**src/rtl/fia_pkg.sv**
```systemverilog
package fia_pkg;

    localparam int LOCAL_SLOTS = 32;
    localparam int GLOBAL_IDS  = 32;

    localparam int LOC_W  = (LOCAL_SLOTS > 1) ? $clog2(LOCAL_SLOTS) : 1;
    localparam int GID_W  = (GLOBAL_IDS > 1) ? $clog2(GLOBAL_IDS) : 1;
    // one more code than slots: LOCAL_SLOTS itself means no slot
    localparam int SLOT_W = $clog2(LOCAL_SLOTS + 1);

    // fixed widths of the word fields
    localparam int OPC_W = 3;
    localparam int IDX_W = 5;
    localparam int ST_W  = 2;

    localparam logic [SLOT_W-1:0] SLOT_NONE = SLOT_W'(LOCAL_SLOTS);

    typedef enum logic [OPC_W-1:0] {
        OP_ALLOC_LOCAL  = 3'd0,
        OP_FREE_LOCAL   = 3'd1,
        OP_ALLOC_GLOBAL = 3'd2,
        OP_RESERVE      = 3'd3,
        OP_UNRESERVE    = 3'd4,
        OP_TRANSLATE    = 3'd5
    } t_opcode;

    typedef enum logic [ST_W-1:0] {
        ST_OK     = 2'd0,
        ST_EMPTY  = 2'd1,
        ST_MISUSE = 2'd2
    } t_status;

    typedef enum logic {
        S_IDLE,
        S_EXEC
    } t_state;

    typedef struct packed {
        logic              set_used;
        logic              clr_used;
        logic              map_we;
        logic [GID_W-1:0]  idx;
        logic [SLOT_W-1:0] slot;
    } t_gtab_wr;

    typedef struct packed {
        logic              used;
        logic [SLOT_W-1:0] slot;
        logic              free_found;
        logic [GID_W-1:0]  free_idx;
    } t_gtab_rd;

endpackage

```
**src/rtl/family_id_allocator_top.sv**
```systemverilog
// Channel  Handshake                 Word ports
// -------  ------------------------  ------------------------------------------------
// command  start high, busy low      i_opcode i_local_index i_global_index i_with_global
// result   o_done, one cycle         o_status o_slot_out o_slot_valid o_global_out
//
// Each command is accepted, which issues the link and global table reads, and the
// next cycle decides and writes back; no new command is taken during the write-back.
// o_done pulses the cycle after the write-back; the receiver cannot stall it.
// busy is high during the write-back cycle only.
// Synchronous active-low reset clears the free list to slots 0..N-1 in order, all
// globals unused and unmapped; no clearing pass is needed.
module family_id_allocator_top (
    input  logic       i_clk,
    input  logic       i_rst_n,
    input  logic       start,
    output logic       busy,
    input  logic [2:0] i_opcode,
    input  logic [4:0] i_local_index,
    input  logic [4:0] i_global_index,
    input  logic       i_with_global,
    output logic       o_done,
    output logic [1:0] o_status,
    output logic [4:0] o_slot_out,
    output logic       o_slot_valid,
    output logic [4:0] o_global_out
);
    import fia_pkg::*;

    logic             link_rd_en;
    logic [LOC_W-1:0] link_rd_addr;
    logic [LOC_W-1:0] link_rd_data;
    logic             link_wr_en;
    logic [LOC_W-1:0] link_wr_addr;
    logic [LOC_W-1:0] link_wr_data;
    logic             gtab_rd_en;
    logic [GID_W-1:0] gtab_rd_idx;
    t_gtab_wr         gtab_wr;
    t_gtab_rd         gtab_rd;

    fia_link_mem u_link (
        .i_clk     (i_clk),
        .i_rst_n   (i_rst_n),
        .i_rd_en   (link_rd_en),
        .i_rd_addr (link_rd_addr),
        .i_wr_en   (link_wr_en),
        .i_wr_addr (link_wr_addr),
        .i_wr_data (link_wr_data),
        .o_rd_data (link_rd_data)
    );

    fia_gid_tab u_gtab (
        .i_clk    (i_clk),
        .i_rst_n  (i_rst_n),
        .i_rd_en  (gtab_rd_en),
        .i_rd_idx (gtab_rd_idx),
        .i_wr     (gtab_wr),
        .o_rd     (gtab_rd)
    );

    fia_ctrl u_ctrl (
        .i_clk          (i_clk),
        .i_rst_n        (i_rst_n),
        .start          (start),
        .busy           (busy),
        .i_opcode       (i_opcode),
        .i_local_index  (i_local_index),
        .i_global_index (i_global_index),
        .i_with_global  (i_with_global),
        .o_link_rd_en   (link_rd_en),
        .o_link_rd_addr (link_rd_addr),
        .i_link_rd_data (link_rd_data),
        .o_link_wr_en   (link_wr_en),
        .o_link_wr_addr (link_wr_addr),
        .o_link_wr_data (link_wr_data),
        .o_gtab_rd_en   (gtab_rd_en),
        .o_gtab_rd_idx  (gtab_rd_idx),
        .o_gtab_wr      (gtab_wr),
        .i_gtab_rd      (gtab_rd),
        .o_done         (o_done),
        .o_status       (o_status),
        .o_slot_out     (o_slot_out),
        .o_slot_valid   (o_slot_valid),
        .o_global_out   (o_global_out)
    );

endmodule

```
**src/rtl/fia_link_mem.sv**
```systemverilog
module fia_link_mem (
    input  logic                      i_clk,
    input  logic                      i_rst_n,
    input  logic                      i_rd_en,
    input  logic [fia_pkg::LOC_W-1:0] i_rd_addr,
    input  logic                      i_wr_en,
    input  logic [fia_pkg::LOC_W-1:0] i_wr_addr,
    input  logic [fia_pkg::LOC_W-1:0] i_wr_data,
    output logic [fia_pkg::LOC_W-1:0] o_rd_data
);
    import fia_pkg::*;

    logic [LOC_W-1:0]       r_mem [LOCAL_SLOTS];
    logic [LOCAL_SLOTS-1:0] r_valid;
    logic [LOC_W-1:0]       r_rd_data;
    logic [LOC_W-1:0]       r_rd_addr;
    logic                   r_rd_valid;

    always_ff @(posedge i_clk) begin
        if (i_wr_en) begin
            r_mem[i_wr_addr] <= i_wr_data;
        end
        if (i_rd_en) begin
            r_rd_data <= r_mem[i_rd_addr];
            r_rd_addr <= i_rd_addr;
        end
    end

    always_ff @(posedge i_clk) begin
        if (!i_rst_n) begin
            r_valid    <= '0;
            r_rd_valid <= 1'b0;
        end else begin
            if (i_wr_en) begin
                r_valid[i_wr_addr] <= 1'b1;
            end
            if (i_rd_en) begin
                r_rd_valid <= r_valid[i_rd_addr];
            end
        end
    end

    // unwritten entry holds its reset link: the next slot up
    assign o_rd_data = r_rd_valid ? r_rd_data : LOC_W'(r_rd_addr + 1'b1);

endmodule

```
**src/rtl/fia_gid_tab.sv**
```systemverilog
module fia_gid_tab (
    input  logic                      i_clk,
    input  logic                      i_rst_n,
    input  logic                      i_rd_en,
    input  logic [fia_pkg::GID_W-1:0] i_rd_idx,
    input  fia_pkg::t_gtab_wr         i_wr,
    output fia_pkg::t_gtab_rd         o_rd
);
    import fia_pkg::*;

    logic [SLOT_W-1:0]     r_slot_mem [GLOBAL_IDS];
    logic [GLOBAL_IDS-1:0] r_slot_valid;
    logic [GLOBAL_IDS-1:0] r_used;
    logic [SLOT_W-1:0]     r_rd_slot;
    logic                  r_rd_slot_valid;
    logic                  r_rd_used;
    logic                  r_free_found;
    logic [GID_W-1:0]      r_free_idx;
    logic [GID_W:0]        free_srch;

    function automatic logic [GID_W:0] first_free(input logic [GLOBAL_IDS-1:0] used);
        logic [GID_W:0] res;
        res = '0;
        for (int k = GLOBAL_IDS - 1; k >= 0; k--) begin
            if (!used[k]) begin
                res = {1'b1, GID_W'(k)};
            end
        end
        return res;
    endfunction

    assign free_srch = first_free(r_used);

    always_ff @(posedge i_clk) begin
        if (i_wr.map_we) begin
            r_slot_mem[i_wr.idx] <= i_wr.slot;
        end
        if (i_rd_en) begin
            r_rd_slot    <= r_slot_mem[i_rd_idx];
            r_free_idx   <= free_srch[GID_W-1:0];
        end
    end

    always_ff @(posedge i_clk) begin
        if (!i_rst_n) begin
            r_slot_valid    <= '0;
            r_used          <= '0;
            r_rd_slot_valid <= 1'b0;
            r_rd_used       <= 1'b0;
            r_free_found    <= 1'b0;
        end else begin
            if (i_wr.map_we) begin
                r_slot_valid[i_wr.idx] <= 1'b1;
            end
            if (i_wr.set_used) begin
                r_used[i_wr.idx] <= 1'b1;
            end else if (i_wr.clr_used) begin
                r_used[i_wr.idx] <= 1'b0;
            end
            if (i_rd_en) begin
                r_rd_slot_valid <= r_slot_valid[i_rd_idx];
                r_rd_used       <= r_used[i_rd_idx];
                r_free_found    <= free_srch[GID_W];
            end
        end
    end

    assign o_rd.used       = r_rd_used;
    assign o_rd.slot       = r_rd_slot_valid ? r_rd_slot : SLOT_NONE;
    assign o_rd.free_found = r_free_found;
    assign o_rd.free_idx   = r_free_idx;

endmodule

```
**src/rtl/fia_ctrl.sv**
```systemverilog
module fia_ctrl (
    input  logic                      i_clk,
    input  logic                      i_rst_n,
    input  logic                      start,
    output logic                      busy,
    input  logic [fia_pkg::OPC_W-1:0] i_opcode,
    input  logic [fia_pkg::IDX_W-1:0] i_local_index,
    input  logic [fia_pkg::IDX_W-1:0] i_global_index,
    input  logic                      i_with_global,
    output logic                      o_link_rd_en,
    output logic [fia_pkg::LOC_W-1:0] o_link_rd_addr,
    input  logic [fia_pkg::LOC_W-1:0] i_link_rd_data,
    output logic                      o_link_wr_en,
    output logic [fia_pkg::LOC_W-1:0] o_link_wr_addr,
    output logic [fia_pkg::LOC_W-1:0] o_link_wr_data,
    output logic                      o_gtab_rd_en,
    output logic [fia_pkg::GID_W-1:0] o_gtab_rd_idx,
    output fia_pkg::t_gtab_wr         o_gtab_wr,
    input  fia_pkg::t_gtab_rd         i_gtab_rd,
    output logic                      o_done,
    output logic [fia_pkg::ST_W-1:0]  o_status,
    output logic [fia_pkg::IDX_W-1:0] o_slot_out,
    output logic                      o_slot_valid,
    output logic [fia_pkg::IDX_W-1:0] o_global_out
);
    import fia_pkg::*;

    t_state r_state, n_state;

    logic [OPC_W-1:0]       r_op;
    logic [IDX_W-1:0]       r_li;
    logic [IDX_W-1:0]       r_gi;
    logic                   r_wg;
    logic [SLOT_W-1:0]      r_free_head, n_free_head;
    logic [LOC_W-1:0]       r_free_tail, n_free_tail;
    logic [LOCAL_SLOTS-1:0] r_slot_busy, n_slot_busy;

    logic                   r_done;
    t_status                r_status, n_status;
    logic [IDX_W-1:0]       r_slot_out, n_slot_out;
    logic                   r_slot_valid, n_slot_valid;
    logic [IDX_W-1:0]       r_global_out, n_global_out;

    logic                   accept;
    logic                   exec;
    logic                   head_empty;
    logic                   li_ok;
    logic                   gi_ok;
    logic [LOC_W-1:0]       li_idx;
    logic [LOC_W-1:0]       head_idx;

    assign accept     = start && !busy;
    assign exec       = (r_state == S_EXEC);
    assign head_empty = (r_free_head == SLOT_NONE);
    assign li_ok      = 32'(r_li) < 32'(LOCAL_SLOTS);
    assign gi_ok      = 32'(r_gi) < 32'(GLOBAL_IDS);
    assign li_idx     = LOC_W'(r_li);
    assign head_idx   = LOC_W'(r_free_head);

    always_comb begin
        n_state = r_state;
        unique case (r_state)
            S_IDLE: begin
                if (start) begin
                    n_state = S_EXEC;
                end
            end
            S_EXEC: begin
                n_state = S_IDLE;
            end
            default: begin
                n_state = S_IDLE;
            end
        endcase
    end

    always_comb begin
        busy           = (r_state == S_EXEC);
        o_link_rd_en   = accept;
        o_link_rd_addr = head_idx;
        o_gtab_rd_en   = accept;
        o_gtab_rd_idx  = GID_W'(i_global_index);
    end

    // execute step: table reads are back, decide and write back
    always_comb begin
        n_free_head    = r_free_head;
        n_free_tail    = r_free_tail;
        n_slot_busy    = r_slot_busy;
        n_status       = ST_OK;
        n_slot_out     = '0;
        n_slot_valid   = 1'b0;
        n_global_out   = '0;
        o_link_wr_en   = 1'b0;
        o_link_wr_addr = r_free_tail;
        o_link_wr_data = li_idx;
        o_gtab_wr      = '{set_used: 1'b0, clr_used: 1'b0, map_we: 1'b0,
                           idx: GID_W'(r_gi), slot: SLOT_NONE};
        unique case (r_op)
            OP_ALLOC_LOCAL: begin
                if (head_empty) begin
                    n_status = ST_EMPTY;
                end else if (r_wg && !(gi_ok && i_gtab_rd.used)) begin
                    n_status = ST_MISUSE;
                end else begin
                    o_gtab_wr.map_we = r_wg;
                    o_gtab_wr.slot   = r_free_head;
                    // last empty slot: its link is never followed
                    n_free_head = (head_idx == r_free_tail) ? SLOT_NONE
                                                           : SLOT_W'(i_link_rd_data);
                    n_slot_busy[head_idx] = 1'b1;
                    n_slot_out   = IDX_W'(head_idx);
                    n_slot_valid = 1'b1;
                end
            end
            OP_FREE_LOCAL: begin
                if (!li_ok || !r_slot_busy[li_idx]) begin
                    n_status = ST_MISUSE;
                end else begin
                    if (head_empty) begin
                        n_free_head = SLOT_W'(li_idx);
                    end else begin
                        o_link_wr_en = 1'b1;
                    end
                    n_free_tail          = li_idx;
                    n_slot_busy[li_idx]  = 1'b0;
                end
            end
            OP_ALLOC_GLOBAL: begin
                if (!i_gtab_rd.free_found) begin
                    n_status = ST_EMPTY;
                end else begin
                    o_gtab_wr.set_used = 1'b1;
                    o_gtab_wr.map_we   = 1'b1;
                    o_gtab_wr.idx      = i_gtab_rd.free_idx;
                    o_gtab_wr.slot     = li_ok ? SLOT_W'(li_idx) : SLOT_NONE;
                    n_global_out       = IDX_W'(i_gtab_rd.free_idx);
                end
            end
            OP_RESERVE: begin
                if (!gi_ok || i_gtab_rd.used) begin
                    n_status = ST_MISUSE;
                end else begin
                    o_gtab_wr.set_used = 1'b1;
                end
            end
            OP_UNRESERVE: begin
                if (!gi_ok || !i_gtab_rd.used) begin
                    n_status = ST_MISUSE;
                end else begin
                    o_gtab_wr.clr_used = 1'b1;
                    o_gtab_wr.map_we   = 1'b1;
                end
            end
            OP_TRANSLATE: begin
                if (!gi_ok || !i_gtab_rd.used) begin
                    n_status = ST_MISUSE;
                end else if (i_gtab_rd.slot != SLOT_NONE) begin
                    n_slot_out   = IDX_W'(i_gtab_rd.slot);
                    n_slot_valid = 1'b1;
                end
            end
            default: begin
                n_status = ST_MISUSE;
            end
        endcase
        if (!exec) begin
            o_link_wr_en       = 1'b0;
            o_gtab_wr.set_used = 1'b0;
            o_gtab_wr.clr_used = 1'b0;
            o_gtab_wr.map_we   = 1'b0;
        end
    end

    always_ff @(posedge i_clk) begin
        if (accept) begin
            r_op <= i_opcode;
            r_li <= i_local_index;
            r_gi <= i_global_index;
            r_wg <= i_with_global;
        end
        if (exec) begin
            r_status     <= n_status;
            r_slot_out   <= n_slot_out;
            r_slot_valid <= n_slot_valid;
            r_global_out <= n_global_out;
        end
    end

    always_ff @(posedge i_clk) begin
        if (!i_rst_n) begin
            r_state     <= S_IDLE;
            r_done      <= 1'b0;
            r_free_head <= '0;
            r_free_tail <= LOC_W'(LOCAL_SLOTS - 1);
            r_slot_busy <= '0;
        end else begin
            r_state <= n_state;
            r_done  <= exec;
            if (exec) begin
                r_free_head <= n_free_head;
                r_free_tail <= n_free_tail;
                r_slot_busy <= n_slot_busy;
            end
        end
    end

    assign o_done       = r_done;
    assign o_status     = r_status;
    assign o_slot_out   = r_slot_out;
    assign o_slot_valid = r_slot_valid;
    assign o_global_out = r_global_out;

endmodule
```
**config.mk**
```make
export PLATFORM = sky130hd
export DESIGN_NAME = family_id_allocator_top
export DESIGN_NICKNAME = d
export VERILOG_FILES = /design/src/rtl/fia_pkg.sv /design/src/rtl/family_id_allocator_top.sv /design/src/rtl/fia_link_mem.sv /design/src/rtl/fia_gid_tab.sv /design/src/rtl/fia_ctrl.sv
export SDC_FILE = /design/constraint.sdc
export NUM_CORES = 1
export LEC_CHECK = 0
export ABC_CLOCK_PERIOD_IN_PS = 3500
export BUFFER_PORTS_ARGS = -buffer_cell sky130_fd_sc_hd__buf_2
export CELL_PAD_IN_SITES_DETAIL_PLACEMENT = 1
export CELL_PAD_IN_SITES_GLOBAL_PLACEMENT = 1
export CORE_UTILIZATION = 54
export DETAILED_ROUTE_END_ITERATION = 10
export PLACE_DENSITY = 0.8
export REMOVE_ABC_BUFFERS = 1
export SYNTH_ARGS = -nofsm -noshare
export SYNTH_HDL_FRONTEND = slang
export SYNTH_SLANG_ARGS = --single-unit
```
**constraint.sdc**
```tcl
create_clock -name i_clk -period 3.5 [get_ports i_clk]
set_input_delay 0.175 -clock i_clk [delete_from_list [all_inputs] [get_ports i_clk]]
set_output_delay 0.175 -clock i_clk [all_outputs]
set_load 0.02 [all_outputs]
```
; After elaboration in Yosys (flattened, before gate mapping)
; Memories as Yosys holds them, arrays and structs flattened. A register that Yosys moved wholly into a read port is not among the register bits.
; Cells that the tools add are included.
[word_totals]
regBits = 182
latch_bits = 0
ramBits = 352
romBits = 0
in_bits = 17
out_inout_bits = 15
wordCells = 182
memories = 2
[memory_table]
columns = name, words, width, rd, rd_clocked_by_memory_dff, wr, line_no
row1 = u_gtab.r_slot_mem, 32, 6, 1, 1, 1, fia_gid_tab.sv:11  ; logic [SLOT_W-1:0] r_slot_mem [GLOBAL_IDS];
row2 = u_link.r_mem, 32, 5, 1, 1, 1, fia_link_mem.sv:13  ; logic [LOC_W-1:0] r_mem [LOCAL_SLOTS];
[classes]
addsub = 1
n_mul = 0
n_div = 0
magnitude_cmp = 9
n_eq_ne = 12
shifts = 0
n_mux = 103
bitwise_logic = 9
n_reduce_logical = 20
[op_table]
columns = operator, count
row1 = $mux W6, 40
row2 = $mux W32, 5
row3 = $or A32 B32 Y32, 4
row4 = $and A32 B32 Y32, 2
row5 = $not A32 Y32, 2
row6 = $pmux W32 S2, 1
row7 = $lt A5 B6 Y1 const B, 5
row8 = $mux W5, 6
row9 = $mux W1, 27
row10 = $pmux W6 S2, 2
row11 = $bmux W1 S5, 4
row12 = $demux W1 S5, 4
row13 = $ge A5 B1 Y1 const B, 4
row14 = $reduce_and A16 Y1, 1
row15 = $mux W12, 1
row16 = $mux W2, 6
row17 = $pmux W2 S5, 1
row18 = $pmux W5 S2, 1
row19 = $reduce_and A8 Y1, 1
row20 = $eq A3 B2 Y1 const B, 2
row21 = $eq A3 B3 Y1 const B, 2
row22 = $eq A6 B6 Y1 const B, 1
row23 = $logic_and A1 B1 Y1, 6
row24 = $ne A6 B6 Y1 const B, 1
row25 = other kinds (18), 25

; Longest topological paths before layout
[logic_depth]
depth_word = 32
ltp_mapped = 10

; Cells and area by module
; From an unflattened synthesis, not the netlist that was laid out.
[unflattened]
hier_cells = 1533
hier_area_um2 = 23431.2
[modules_own_cells]
columns = module, n_inst, cells_each, area_per_inst_um2
row1 = fia_gid_tab, 1, 685, 11155.7
row2 = fia_link_mem, 1, 412, 7906.3
row3 = fia_ctrl, 1, 436, 4369.2

; Least setup slack after synthesis
; No wires, ideal clock.
[synth_timing]
path_kind = register to register
from = register u_ctrl.r_li[0], in the netlist u_ctrl.o_link_wr_data[0]
to = memory u_link.r_mem[15][0] (netlist bit), enable pin
setup_ps = 376
arrival_ps = 2616
path_slack_ps = 508
stages_incl_launch_ff = 9
path_buffers = 3
synth_period_minus_slack_ps = 2992
cell_sequence = edfxtp_1 -> buf_6 -> buf_8 -> mux4_2 -> a32oi_2 -> a41oi_4 -> nand2_2 -> buf_4 -> nor3_1
[synth_via]
elab_chain_cells = 7
[synth_lines]
columns = element, line_no
row1 = "start, declared", fia_ctrl.sv:31  ; logic [IDX_W-1:0] r_li;
row2 = "start signal, assigned", fia_ctrl.sv:178  ; r_li <= i_local_index;
row3 = $bmux W1 S5, fia_ctrl.sv:117  ; if (!li_ok || !r_slot_busy[li_idx]) begin
row4 = $mux W1 (implied by the code), fia_ctrl.sv:117
row5 = $mux W1, fia_ctrl.sv:117
row6 = $mux W1, fia_ctrl.sv:99  ; unique case (r_op)
row7 = $mux W1, fia_ctrl.sv:167  ; if (!exec) begin
row8 = $mux W1, fia_link_mem.sv:20  ; if (i_wr_en) begin
row9 = $mux W1 (implied by the code), fia_link_mem.sv:21  ; r_mem[i_wr_addr] <= i_wr_data;
row10 = "end, declared", fia_link_mem.sv:13
; No other way between the ends. The select of a mux whose other input is x is not followed.

; Worst setup path after layout
[layout_timing]
from = register u_ctrl.r_li[0], in the netlist u_ctrl.o_link_wr_data[0]
to = memory u_link.r_mem[30][4] (netlist bit), enable pin
; Same word-level chain as after synthesis.

==> flow_metrics.tcl <==
set metrics [dict create \
    status "finished clean" \
    drive_gt1_frac 0.221 \
    drv_cap 0 \
    drcViolationCount 0 \
    cp-start-kind "register" \
    tritoncts "built" \
    skew_ps 26.5 \
    internal_power_w 0.0106 \
    gp_congestion 0.859 \
    grt_overflow 0 \
    root_buffer "clkbuf_16" \
    utilization 0.618 \
    grt_max_degree 72 \
    ys_seq_elements 545 \
    port_buffers 31 \
    finalSetupViolCount 0 \
    cts_sinks 545 \
    hold_path_class "in2reg" \
    cts_max_path_buffers 3 \
    first_pass_iters 5 \
    seq_power_share 0.514 \
    synth_xor_area_frac 0.00314 \
    p_per_area_mw_per_mm2 538 \
    p_sw_w 0.00292 \
    syn_inst 1428 \
    synth_compound_area_frac 0.0914 \
    slowest_stage "edfxtp_1" \
    finalCritPeriodShare 0.952 \
    cts_setup_buffers 0 \
    placed_area_mm2 0.0232 \
    synthToLayoutAreaGrowth_pct 13.0 \
    synth_top_family_by_area "multiplexers" \
    ys_top_cells_by_area "edfxtp_1 54%, mux4_2 14%, dfxtp_1 13%, o21a_1 2.3%, nor2_1 1.7%" \
    synth-simple-area-share 0.0693 \
    slowest_delay_ps 740 \
    die_w_um 205 \
    yosysSeqAreaShare 0.669 \
    worstMarginPinSlew_ps 1160 \
    yosysTopAreaCellShare 0.539 \
    stdcell_area_mm2 0.0252 \
    p_sw_frac 0.215 \
    combPwrFrac 0.033 \
    ir_worst_vdd_uv 401 \
    slew_violations 0 \
    fmax_ghz 0.300 \
    async_flop_share 0 \
    hold_violations 0 \
    io_pins 32 \
    start_util 0.546 \
    max_slew_margin 0.226 \
    cp_top_family "simple AND/OR/NAND/NOR gates" \
    rrSetupSlack_ps 170 \
    grt_pass1_vias 14315 \
    wirelength_um 61000 \
    numCtsBuffers 55 \
    avgRoutedWirePerCell_um 29.4 \
    synth-adder-area-share 0.000561 \
    clk_pin_slew_ps 70 \
    cp_cell_sequence "mux4_1 > a32oi_2 > a41oi_4 > buf_4 > nand4_1 > nor2_1" \
    die-area_mm2 0.0421 \
    leakagePower_nw 8.48 \
    antenna_found_initial 0 \
    final_nets 1516 \
    synth_ff_type "edfxtp_1" \
    rows 74 \
    synth_common_cells "400 x edfxtp_1, 145 x dfxtp_1, 134 x mux4_2" \
    fp.dieH_um 205 \
    drt_iter0_markers 1464 \
    grt_util_all_layers 0.301 \
    core_mm2 0.0408 \
    synth_cell_types 61 \
    register_area_mm2 0.0149 \
    synthMuxAreaShare 0.149 \
    rsz0062_at_grt "false" \
    clk_latency_ps 640 \
    multi_input_area_mm2 0.00699 \
    dp_hpwl_um 39300 \
    nFillCells 3659 \
    worstPathArrival_ps 3580 \
    cp_max_fo 13 \
    cp-end-kind "register" \
    syn_area_mm2 0.0223 \
    ys_warn_count 0 \
    clkPwrFrac 0.454 \
    crit_buf_inv 1 \
    ant_nets 0 \
    crit_type "reg2reg" \
    crit_required_ps 3750 \
    routed-via-count 13494 \
    synth_area_per_cell_um2 15.6 \
    synth_edf_count 400 \
    viasPerCell 6.50 \
    antennaDiodeCount 0 \
    synth_top_area_cell "edfxtp_1" \
    grt_pass1_wl_um 92500 \
    period_minus_slack_ps 3330 \
    cts_max_level 2 \
    yosysMostFrequentCell "edfxtp_1" \
]
kinds of logic (layout without fill, tap and decap cells):
kind of cell	after synthesis	after routing
AND/OR/NAND/NOR	323	323
buffers and inverters	96	213
adder cells (fa/ha/maj)	1	1
XOR/XNOR	8	8
flip-flops	545	545
multiplexers	156	156
AO/OA/AOI/OAI	299	299
area by class of cell:
class                      instances  share of cell area
tap                              532              0.0264
sequential                       545               0.592
inverter                          14             0.00208
clock buffer                      65              0.0573
timing repair buffer              95              0.0280
clock inverter                    39              0.0173
multi-input combinational        787               0.277
power groups by stage:
stage               combinational (W)  sequential (W)  clock (W)
floorplan                    0.000169         0.00713          0
global placement             0.000414         0.00710          0
detailed placement           0.000427         0.00711          0
CTS                          0.000442         0.00697    0.00621
global route                 0.000466         0.00697    0.00644
finish                       0.000441         0.00697    0.00615
layout by cell type (no fill, tap or decap), drive strengths merged, types with 28 or more instances in the layout:
cell type  count
mux4         138
buf           84
dfxtp        145
edfxtp       400
nor2          99
clkbuf        65
nor3          28
o21ai         74
o21a          67
a22oi         37
a21oi         47
nand2         94
a21boi        34
registers in the layout, indices dropped and copies added (netlist names), 6 cells and up, named ones only:
signal / cells
u_ctrl.r_slot_busy: 32
u_gtab.r_slot_valid: 32
u_link.r_valid: 32
u_ctrl.r_free_head: 6
u_gtab.r_slot_mem: 192
u_link.r_mem: 160
u_gtab.r_rd_slot: 6
final timing paths:
kind | cells past startpoint | from | end
hold reg to reg | 1 | u_gtab.r_slot_valid[27] | u_gtab.r_slot_valid[27]
setup / recovery | 6 | u_ctrl.o_link_wr_data[0] | u_link.r_mem[30][4]
hold / removal | 2 | start | u_gtab.r_free_idx[2]
setup reg to reg | 6 | u_ctrl.o_link_wr_data[0] | u_link.r_mem[30][4]
through the flow:
step	instances	total power, W	TNS (ps)	setup slack [ps]	hold slack [ps]
after floorplan	1346	0.00730	-328270	-680	237
after global placement	1962	0.00752	0	332	392
after detailed placement	1962	0.00753	0	168	387
after CTS	2077	0.0136	0	137	29.7
after global routing	2077	0.0139	0	32.9	31.7
final	2077	0.0136	0	167	46.2
worst reg2reg max path, delay by kind of cell, from the launching register on:
kind	cells	cell delay (ps)
AOI/OAI and AO/OA	2	510
buffers and inverters	1	240
DFF	1	740
muxes	1	390
and+or+nand+nor	2	1080
repair_timing:
| action | 4_1_cts | 5_1_grt |
|---|---|---|
| setup endpoints to repair | 0 | 41 |
| hold buffers | 11 | 0 |
| gates resized for setup | 0 | 1 |
| endpoints found under the hold margin | 15 | 0 |
routing by layer:
layer  GRT usage  part of all wire  vias up
met5           0                 0        -
met4       0.130             0.043        0
met3      0.0516             0.060      137
met2       0.512              0.51      565
met1       0.380              0.39     7018
li1            -                 -     5774
(Power assumes the default switching activity.)
